`config.mk`:
```
export PLATFORM = sky130hd
export DESIGN_NAME = rcrd_out_buf
export DESIGN_NICKNAME = d
export VERILOG_FILES = /design/src/hdl/rcrd_pkg.sv /design/src/hdl/rcrd_out_buf.sv
export SDC_FILE = /design/constraint.sdc
export NUM_CORES = 1
export LEC_CHECK = 0
export BUFFER_PORTS_ARGS = -buffer_cell sky130_fd_sc_hd__buf_2
export CORE_ASPECT_RATIO = 0.75
export CORE_MARGIN = 8
export CORE_UTILIZATION = 43
export DETAILED_ROUTE_END_ITERATION = 12
export GPL_ROUTABILITY_DRIVEN = 0
export GPL_TIMING_DRIVEN = 0
export HOLD_SLACK_MARGIN = 0.06
export PLACE_DENSITY_LB_ADDON = 0.05
export SYNTH_ARGS = -nofsm -noshare
export SYNTH_HDL_FRONTEND = slang
export SYNTH_SLANG_ARGS = --single-unit
```
`constraint.sdc`:
```
create_clock -name aclk -period 3.47 [get_ports aclk]
set_clock_uncertainty 0.15 [all_clocks]
set_input_delay 0.694 -clock aclk [delete_from_list [all_inputs] [get_ports aclk]]
set_output_delay 0.694 -clock aclk [all_outputs]
set_load 0.01 [all_outputs]
```
`src/hdl/rcrd_pkg.sv`:
```
package rcrd_pkg;

    // Default number of fraction bits of the Q1.x data.
    localparam int FRAC_BITS_DEF = 14;

    // Width of every data port and configuration register.
    localparam int DW = 16;

    // Ray components are normalized to magnitudes below 2^30 before squaring.
    localparam int AW = 30;
    // Sum of two squares of AW-bit values.
    localparam int SQW = 2 * AW + 1;
    // Integer square root of an SQW-bit value.
    localparam int LW = (SQW + 1) / 2;

    // Configuration register indexes.
    localparam int CFG_IDX_W = 2;
    localparam logic [CFG_IDX_W-1:0] REG_FORWARD_X  = 2'd0;
    localparam logic [CFG_IDX_W-1:0] REG_FORWARD_Y  = 2'd1;
    localparam logic [CFG_IDX_W-1:0] REG_HALF_WIDTH = 2'd2;

    // Reset value of forward_y: one in Q1.14.
    localparam logic signed [DW-1:0] FORWARD_Y_RST = 16'sd16384;

    typedef struct packed {
        logic neg_x;
        logic neg_y;
        logic zero_len;
    } flags_t;

    typedef struct packed {
        logic [AW-1:0] ax;
        logic [AW-1:0] ay;
        flags_t        flg;
    } side_t;

    typedef struct packed {
        logic signed [DW-1:0] ray_x;
        logic signed [DW-1:0] ray_y;
        logic                 zero_len;
    } res_t;

endpackage

```
`src/hdl/rcrd_out_buf.sv`:
```
module rcrd_out_buf (
    input  logic           aclk,
    input  logic           aresetn,
    input  logic           push,
    input  rcrd_pkg::res_t in_res,
    output logic           space,
    output logic           m_valid,
    input  logic           m_ready,
    output rcrd_pkg::res_t m_res
);

    logic [1:0]     count_reg;
    logic [1:0]     count_next;
    logic           wr_ptr_reg;
    logic           rd_ptr_reg;
    logic           pop;
    rcrd_pkg::res_t mem_reg [2];

    assign pop        = (count_reg != 2'd0) && m_ready;
    assign count_next = 2'(count_reg + 2'(push) - 2'(pop));

    always_ff @(posedge aclk) begin
        if (!aresetn) begin
            count_reg  <= 2'd0;
            wr_ptr_reg <= 1'b0;
            rd_ptr_reg <= 1'b0;
        end else begin
            count_reg <= count_next;
            if (push) begin
                wr_ptr_reg <= ~wr_ptr_reg;
            end
            if (pop) begin
                rd_ptr_reg <= ~rd_ptr_reg;
            end
        end
    end

    always_ff @(posedge aclk) begin
        if (push) begin
            mem_reg[wr_ptr_reg] <= in_res;
        end
    end

    assign space   = count_reg != 2'd2;
    assign m_valid = count_reg != 2'd0;
    assign m_res   = mem_reg[rd_ptr_reg];

endmodule

```
==> results.cfg <==
[final_layout]
largest_reg_flops = 66
nets = 248
nFillCells = 518
fin_util_pct = 54.8
antennaDiodeCount = 0
final_area_um2 = 3430
drive_above_1_share_pct = 59.2
layout.cells.non_filler = 294
syn2layout_area_growth_pct = 24.4

[sta]
rsz0062_at_grt = false
min_period_ps = 2260
slew_headroom_pct = 45.2
finalCritPeriodShare_pct = 65.2
max_freq_ghz = 0.442
hold_viol_final = 0
fin_ws_ps = 1210
setup_viol = 0
drv_slew = 0
tightest_slew_ps = 822

[routing]
vias_per_cell = 4.64
antenna_left = 0
drtIter0Drc = 48
dr.pass1.iters = 4
drt-total-wl_mm = 4.79
wire_per_inst_um = 16.3
drc_errors = 0
vias = 1364

[clocking]
h-tree-depth = 3
clk_latency_ps = 330
cts_setup_buffers = 0
clk_pin_slew_ps = 70
hold_buffers = 0
cts-root-buf = clkbuf_8
numCtsBuffers = 9
cts_resized = 0
cts.path.max_buffers = 2
tritoncts = yes
cts_sinks = 71

[worst_setup_path]
critPathKind = flip-flop to output pin
worstPathArrival_ps = 1420
end_kind = output pin
cp_data_required_time_ps = 2630
worst-path-max-fanout = 10
cp-start-kind = flip-flop

[grt]
grt_pass1_wl_mm = 7.21
grt_pass1_vias = 1459
track_usage_pct = 10.7
antenna_found_initial = 0
gr-total-overflow = 0
grt_max_degree = 34

[outcome]
outcome = completed

[placed_design]
placed_area_um2 = 3250
dp.cells = 279
pre_cts_ws_ps = 1380
portBuffers = 71
hpwlAfterDp_mm = 3.43

[power]
p_per_area_nw_per_um2 = 630
peakVddDrop_mv = 0.480
p_leak_nw = 1.37

[floorplan]
die_w_um = 108
die_y_um = 85.3
row_count = 25
core_area_um2 = 6260
initial_core_util_pct = 44.0
io_pins = 72
die_area_um2 = 9250

[logic_synthesis]
syn_area_per_cell_um2 = 21.9
yosysWarnings = 0
synth_fp_nets = 165
syn_inst = 126
ys_types = 16
ys_seq_area_share_pct = 75.6
netlist_area_um2 = 2760
synth-seq-cells = 71

[hold_path]
min_path_type = flip-flop to flip-flop

[job]
max_cap_viol_count = 0
==> stage by stage <==
stage	setup TNS, ps	hold slack, ps	total power [mW]
floorplan	0	302	1.42
global placement	-6860	314	1.57
detailed placement	0	343	1.59
CTS	0	363	2.19
global route	0	371	2.26
finish	0	368	2.16
==> kinds of logic after synthesis <==
kind of cell | count (synthesis) | share of synthesized area (%)
compound gates | 2 | 0.545
xor+xnor | 1 | 0.817
fa+ha+maj | 2 | 0.908
buf+inv | 6 | 1.91
flops | 71 | 75.6
mux | 35 | 18.3
simple gates | 9 | 1.95
==> path summary, 6_finish.rpt <==
path / startpoint / end / slack, ps / depth (start not counted)
max: flip-flop / m_res[15] / 1210 / 4
min: rd_ptr_reg / flip-flop / 370 / 2
max reg2reg: wr_ptr_reg / mem_reg[1][21] / 1830 / 1
min reg2reg: rd_ptr_reg / flip-flop / 370 / 2
==> worst max-delay path, cell delays in order, from the launching register on <==
cell	delay, ps
dfxtp_1	320
buf_6	130
buf_6	180
mux2_4	320
buf_2	140
==> area by class of cell <==
class                      instances  area (um2)  area share (%)
inverter                           2        7.51           0.219
tap                               81         101            2.96
multi-input combinational         49         629            18.4
sequential                        71        2080            60.8
clock inverter                     4        47.5            1.39
clock buffer                      11         131            3.83
buffer                             4        45.0            1.31
timing repair buffer              72         383            11.2
==> cells in the mapped netlist (all sizes together) <==
cell | number | share of area (%)
and2 | 2 | 0.45
xnor3 | 1 | 0.82
buf | 4 | 1.6
edfxtp | 66 | 72
nand2 | 2 | 0.27
nand2b | 1 | 0.23
inv | 2 | 0.27
nor2b | 3 | 0.77
mux2 | 33 | 18
ha | 2 | 0.91
o21a | 2 | 0.54
mux2i | 2 | 0.73
or2 | 1 | 0.23
dfxtp | 5 | 3.6
==> power breakdown <==
part           internal [mW]  switching [mW]  leakage [nW]
logic                  0.301           0.237         0.620
registers               1.00          0.0239         0.661
clock network          0.326           0.270        0.0892
==> layout by cell type, fill, tap and decap left out, types with 2 or more instances in the layout <==
master and n:
mux2_2 3, mux2i_1 2, ha_1 2, dfxtp_1 5, inv_1 2, clkbuf_8 9
o21a_1 2, clkinv_2 2, nand2_1 2, clkbuf_1 2, edfxtp_1 66, buf_6 4
buf_2 71, mux2_4 30
==> metal layers <==
metal	wire length [um]	share of wire, %	global-route usage (%)
met2	2450	51	18.1
met3	481	10	7.12
met5	0	0	0
met4	22	0.46	3.35
met1	1840	38	10.3
No activity file was read; power rests on OpenSTA's default activity.
