$ cat src/hdl/rcrd_pkg.sv
package rcrd_pkg;

    // Default number of fraction bits of the Q1.x data.
    localparam int FRAC_BITS_DEF = 14;

    // Width of every data port and configuration register.
    localparam int DW = 16;

    // Ray components are normalized to magnitudes below 2^30 before squaring.
    localparam int AW = 30;
    // Sum of two squares of AW-bit values.
    localparam int SQW = 2 * AW + 1;
    // Integer square root of an SQW-bit value.
    localparam int LW = (SQW + 1) / 2;

    // Configuration register indexes.
    localparam int CFG_IDX_W = 2;
    localparam logic [CFG_IDX_W-1:0] REG_FORWARD_X  = 2'd0;
    localparam logic [CFG_IDX_W-1:0] REG_FORWARD_Y  = 2'd1;
    localparam logic [CFG_IDX_W-1:0] REG_HALF_WIDTH = 2'd2;

    // Reset value of forward_y: one in Q1.14.
    localparam logic signed [DW-1:0] FORWARD_Y_RST = 16'sd16384;

    typedef struct packed {
        logic neg_x;
        logic neg_y;
        logic zero_len;
    } flags_t;

    typedef struct packed {
        logic [AW-1:0] ax;
        logic [AW-1:0] ay;
        flags_t        flg;
    } side_t;

    typedef struct packed {
        logic signed [DW-1:0] ray_x;
        logic signed [DW-1:0] ray_y;
        logic                 zero_len;
    } res_t;

endpackage

$ cat src/hdl/rcrd_div.sv
module rcrd_div #(
    parameter int FRAC_BITS = rcrd_pkg::FRAC_BITS_DEF
) (
    input  logic                     aclk,
    input  logic                     aresetn,
    input  logic                     en,
    input  logic                     in_valid,
    input  rcrd_pkg::side_t          in_side,
    input  logic [rcrd_pkg::LW-1:0]  in_root,
    output logic                     out_valid,
    output rcrd_pkg::res_t           out_res
);

    localparam int AW  = rcrd_pkg::AW;
    localparam int LW  = rcrd_pkg::LW;
    localparam int DW  = rcrd_pkg::DW;
    localparam int QB  = FRAC_BITS + 1;
    localparam int NW  = AW + FRAC_BITS + 1;
    localparam int RDW = LW + 1;
    localparam int LIM = (FRAC_BITS >= 15) ? 32767 : (1 << FRAC_BITS);
    localparam int NL  = 2;

    logic [QB+1:0]     vld_reg;
    logic [LW-1:0]     l_reg   [QB+1];
    rcrd_pkg::flags_t  flg_reg [QB+1];
    logic [RDW-1:0]    rr_reg  [NL][QB+1];
    logic [QB-1:0]     lb_reg  [NL][QB+1];
    logic [QB-1:0]     q_reg   [NL][QB+1];
    logic [AW-1:0]     a_in    [NL];
    logic [NW-1:0]     n_next  [NL];
    logic              neg     [NL];
    logic signed [DW-1:0] ray_next [NL];
    rcrd_pkg::res_t    res_reg;

    always_ff @(posedge aclk) begin
        if (!aresetn) begin
            vld_reg <= '0;
        end else if (en) begin
            vld_reg <= {vld_reg[QB:0], in_valid};
        end
    end

    assign a_in[0] = in_side.ax;
    assign a_in[1] = in_side.ay;
    assign neg[0]  = flg_reg[QB].neg_x;
    assign neg[1]  = flg_reg[QB].neg_y;

    always_ff @(posedge aclk) begin
        if (en) begin
            l_reg[0]   <= in_root;
            flg_reg[0] <= in_side.flg;
        end
    end

    for (genvar j = 0; j < QB; j++) begin : g_side
        always_ff @(posedge aclk) begin
            if (en) begin
                l_reg[j+1]   <= l_reg[j];
                flg_reg[j+1] <= flg_reg[j];
            end
        end
    end

    for (genvar ln = 0; ln < NL; ln++) begin : g_lane
        logic [QB-1:0] q_sat;
        logic [DW-1:0] mag;

        // Dividend with half the divisor added rounds the quotient half up.
        assign n_next[ln] = (NW'(a_in[ln]) << FRAC_BITS) + NW'(in_root >> 1);

        // The quotient never exceeds 2^FRAC_BITS, so the upper dividend bits
        // are already below the divisor and start as the partial remainder.
        always_ff @(posedge aclk) begin
            if (en) begin
                rr_reg[ln][0] <= RDW'(n_next[ln] >> QB);
                lb_reg[ln][0] <= n_next[ln][QB-1:0];
                q_reg[ln][0]  <= '0;
            end
        end

        for (genvar j = 0; j < QB; j++) begin : g_step
            logic [RDW-1:0] t;
            logic           ge;

            assign t  = {rr_reg[ln][j][LW-1:0], lb_reg[ln][j][QB-1]};
            assign ge = t >= {1'b0, l_reg[j]};

            always_ff @(posedge aclk) begin
                if (en) begin
                    rr_reg[ln][j+1] <= ge ? (t - {1'b0, l_reg[j]}) : t;
                    lb_reg[ln][j+1] <= lb_reg[ln][j] << 1;
                    q_reg[ln][j+1]  <= {q_reg[ln][j][QB-2:0], ge};
                end
            end
        end

        assign q_sat = (q_reg[ln][QB] > QB'(LIM)) ? QB'(LIM) : q_reg[ln][QB];
        assign mag   = DW'(q_sat);

        always_comb begin
            if (flg_reg[QB].zero_len) begin
                ray_next[ln] = '0;
            end else if (neg[ln]) begin
                ray_next[ln] = -mag;
            end else begin
                ray_next[ln] = mag;
            end
        end
    end

    always_ff @(posedge aclk) begin
        if (en) begin
            res_reg.ray_x    <= ray_next[0];
            res_reg.ray_y    <= ray_next[1];
            res_reg.zero_len <= flg_reg[QB].zero_len;
        end
    end

    assign out_valid = vld_reg[QB+1];
    assign out_res   = res_reg;

endmodule

$ cat config.mk
export PLATFORM = sky130hd
export DESIGN_NAME = rcrd_div
export DESIGN_NICKNAME = d
export VERILOG_FILES = /design/src/hdl/rcrd_pkg.sv /design/src/hdl/rcrd_div.sv
export SDC_FILE = /design/constraint.sdc
export NUM_CORES = 2
export LEC_CHECK = 0
export BUFFER_PORTS_ARGS = -buffer_cell sky130_fd_sc_hd__clkbuf_2
export CAP_MARGIN = 20
export CORE_ASPECT_RATIO = 1.2
export CORE_UTILIZATION = 60
export CTS_CLUSTER_SIZE = 16
export DETAILED_ROUTE_END_ITERATION = 12
export GPL_TIMING_DRIVEN = 0
export MAX_ROUTING_LAYER = met4
export PLACE_DENSITY = 0.84
export SKIP_CTS_REPAIR_TIMING = 1
export SYNTH_ARGS = -nofsm -noshare
export SYNTH_HDL_FRONTEND = slang
export SYNTH_SLANG_ARGS = --single-unit
$ cat constraint.sdc
create_clock -name aclk -period 6.55 [get_ports aclk]
set_input_delay 0.9825 -clock aclk [delete_from_list [all_inputs] [get_ports aclk]]
set_output_delay 0.9825 -clock aclk [all_outputs]
set_load 0.02 [all_outputs]
==> metrics.md <==
| Metric | Value |
|---|---|
| Core Area | `183000 sq um` |
| Largest cells by area after synthesis | `edfxtp_1 (47%), ha_1 (11%), a21oi_1 (4.6%)` |
| 1st-iter DRT viols | `between 5000 and 6000` |
| Crit Path Max Fanout | `10` |
| Syn-to-layout area delta | `9.44%` |
| Warnings from Yosys | `0` |
| Synth Cell Area | `about 110000 sq um` |
| Setup CP Type | `flop to flop` |
| RSZ-0062 raised after global routing | `false` |
| Failing checks | `negative setup slack` |
| Multiplexer share of the synthesized area | `roughly 3.5%` |
| Main flop type after synthesis | `edfxtp_1` |
| Peak supply drop | `about 0.38 mV` |
| Max Clock Skew | `~25 ps` |
| Complex-gate fraction of the synthesized area | `around 17%` |
| Async set-reset flop share out of synthesis | `0%` |
| CTS buffer count | `between 150 and 200` |
| Wire per inst | `roughly 27 um` |
| Setup_tns | `-22.4 ps` |
| Lkg Pwr | `49.6 nW` |
| Rel. slew slack | `approximately 6.1%` |
| Final worst-path cycle share | `100%` |
| CTS tree | `done` |
| CP Data Required Time | `7240 ps` |
| Sw Ratio | `about 44%` |
| Pin count of the biggest net entering global routing | `roughly 130` |
| Final hold vios | `0` |
| Net count, final | `between 10000 and 15000` |
| Largest family of logic cells by synthesized area | `compound AO/OA/AOI/OAI gates` |
| Syn avg cell area | `10.5 sq um` |
| P_sw | `28.3 mW` |
| Mapped Nets | `between 10000 and 15000` |
| XOR/XNOR Fraction of Synth Area | `between 6 and 7%` |
| Share of post-route cells with drive strength above 1 | `7.85%` |
| Vias | `85000` |
| Port Buffer Count | `131` |
| Final Non-Filler Cells | `13500` |
| Outcome | `finished, violations left` |
| Register area share after synthesis | `between 40% and 50%` |
| Initial antenna violation count | `12` |
| Pre-CTS setup slack | `about 210 ps` |
| Number of fill cells | `14000` |
| Grt ovf | `0` |
| Internal power | `about 37 mW` |
| Register bit total from synthesis | `~1700` |
| Synth area leader | `edfxtp_1` |
| Number of global-route vias before repair | `88800` |
| Die width | `about 390 um` |
| Crit path DAT | `between 7000 and 8000 ps` |
| Startpoint Class | `flop` |
| Post-Synth Adder-Cell Area | `11.3%` |
| Minimum clock period | `about 6600 ps` |
| Finished Core Util | `66.1%` |
| Starting Density | `60.4%` |
| Worst hold path type | `primary input to flop` |
| Max-cap viol count | `0` |
| Min setup slack post-route | `-22.4 ps` |
| Top-area cell type share of the netlist area | `between 40 and 50%` |
| ANT nets after route | `0` |
| Slew Viols, Final | `0` |
| Simple-gate area share of the yosys netlist | `between 10 and 15%` |
| HPWL Detailed | `288 mm` |
| Die area | `186000 sq um` |
| Vias per cell | `between 6 and 7` |
| Worst-path clk slew | `roughly 60 ps` |
| I/O pins | `about 130` |
| EDFF count, synth | `between 1500 and 2000` |
| CTS root buffer | `clkbuf_16` |
| Yosys cell types | `around 90` |
| Clk Latency, worst-skew pair | `~890 ps` |
| DR pass1 iterations | `6` |
| First-pass GRT wire length | `~520 mm` |
| Setup violations, final | `1` |
| Placed cells | `~13000` |
| Total global-route track usage | `between 30% and 40%` |
| Clk buf depth | `3` |
| Clock group share of total power | `between 10% and 20%` |
| Slew at the pin closest to its max-slew limit | `approximately 1400 ps` |
| RePlAce Congestion | `about 1.2` |
| Synth Instances | `about 11000` |
| Largest register FFs | `between 900 and 1000` |
| Tot Pwr | `about 65 mW` |
| DRC Markers | `0` |
| Reg power frac | `a little under a third` |
| Clk sink count | `roughly 1700` |
| Row count | `approximately 170` |
| H-tree levels | `4` |
| Chip height | `about 470 um` |
| F_max | `roughly 0.15 GHz` |
| Logic pwr share | `53.5%` |
| Kind of end point of the critical path | `flop` |
| DRT Wirelength | `360 mm` |
| Pwr dens | `roughly 540 nW/um^2` |
-- per-layer routing --
metal  routed length, um  global-route usage, %  up-vias  part of all wire [%]
li1                    -                      -    39800                     -
met1               97000                   27.7    40200                    27
met2              193000                   73.5     3240                    54
met3               15300                   6.89     1873                   4.2
met4               55100                   49.1        0                    15
met5                   0                      -        -                     0
-- per-stage QoR --
step / instance area [sq um] / hold slack, ps
after detailed placement: 115000 / 405
after floorplan: 111000 / 400
final: 121000 / 274
after global routing: 121000 / 254
after CTS: 121000 / 248
after global placement: 114000 / 400
-- power groups by stage --
stage                     logic (mW)  registers, mW  clock network [mW]
after floorplan                 23.5           18.6                   0
after global placement          32.6           20.4                   0
after detailed placement        33.5           19.7                   0
after CTS                       33.7           19.5                10.5
after global routing            37.2           20.0                10.9
final                           34.8           19.8                10.4
-- cells by family after synthesis --
kind of cell | after synthesis
and+or+nand+nor | 2573
DFF | 1733
muxes | 342
xor gates and xnor gates | 812
AOI/OAI and AO/OA | 3095
adders and majority gates | 980
buffers and inverters | 1005
-- final timing paths --
check	endpoint	depth (start not counted)	slack, ps	startpoint
setup / recovery	rr_reg[0][472]	15	-20	l_reg[0][0]
hold reg to reg	flg_reg[0][17]	0	410	flg_reg[0][14]
hold / removal	l_reg[0][6]	1	270	in_root[6]
setup reg to reg	rr_reg[0][472]	15	-20	l_reg[0][0]
-- synthesized netlist by cell type, types with 80 or more instances --
| library cell | instances |
|---|---|
| edfxtp_1 | 1716 |
| a21oi_1 | 1025 |
| ha_1 | 950 |
| nand2_1 | 794 |
| nor2_1 | 741 |
| inv_1 | 723 |
| o21ai_0 | 677 |
| xnor2_1 | 480 |
| a21o_1 | 471 |
| xor2_1 | 332 |
| mux2_2 | 279 |
| clkbuf_1 | 245 |
| nand3_1 | 167 |
| nor2b_1 | 155 |
| nand4_1 | 152 |
| nand2b_1 | 131 |
| nor3_1 | 127 |
| o21a_1 | 127 |
| o21bai_1 | 116 |
| a31oi_1 | 107 |
| a211oi_1 | 88 |
| and3_1 | 85 |
| o31ai_1 | 80 |
-- layout by cell type, fill, tap and decap left out, types with 26 or more instances in the layout --
master     instances
nand3_1          167
nand2_1          794
nand2b_1         131
clkinv_2          35
mux2i_1           38
o21a_1           127
diode_2           26
buf_2             34
fa_1              30
a31o_2            32
a21boi_0          33
edfxtp_1        1716
ha_1             950
xnor2_1          480
or2_2             35
a211oi_1          88
o31ai_1           80
clkbuf_1         280
nand4_1          152
nor2b_1          155
inv_1            723
clkinv_1          31
clkbuf_16        185
o211ai_1          45
or3_1             35
nor2_1           741
o21bai_1         116
o31a_1            27
nor4_1            28
a21oi_1         1024
and2_1            43
xor2_1           332
nor3_1           127
o21ai_0          677
mux2_2           279
and3_1            85
clkbuf_2         131
a21o_1           471
a31oi_1          107
-- worst max-delay path, cell delays in order, from the launching register on --
cell and delay, ps:
edfxtp_1 490, ha_1 270, fa_1 400, nand2b_1 180
a21oi_1 160, o21ai_0 230, a21oi_1 700, o21ai_0 260
a211oi_1 1000, o21bai_1 190, a21o_1 240, inv_1 90
clkbuf_1 900, clkbuf_1 860, nor2_1 100, a21oi_1 260
-- layout make-up --
cell class | instances | area [sq um] | area share, %
Clock buffer | 224 | 4810 | 3.97
Buffer | 280 | 1100 | 0.913
Timing Repair Buffer | 177 | 1380 | 1.14
Multi-Input combinational cell | 7802 | 54900 | 45.4
Tap cell | 2436 | 3050 | 2.52
Inverter | 725 | 2720 | 2.25
Sequential cell | 1733 | 51900 | 42.8
Clock inverter | 106 | 1130 | 0.937
Antenna cell | 26 | 65.1 | 0.0537
(Power assumes the default switching activity.)
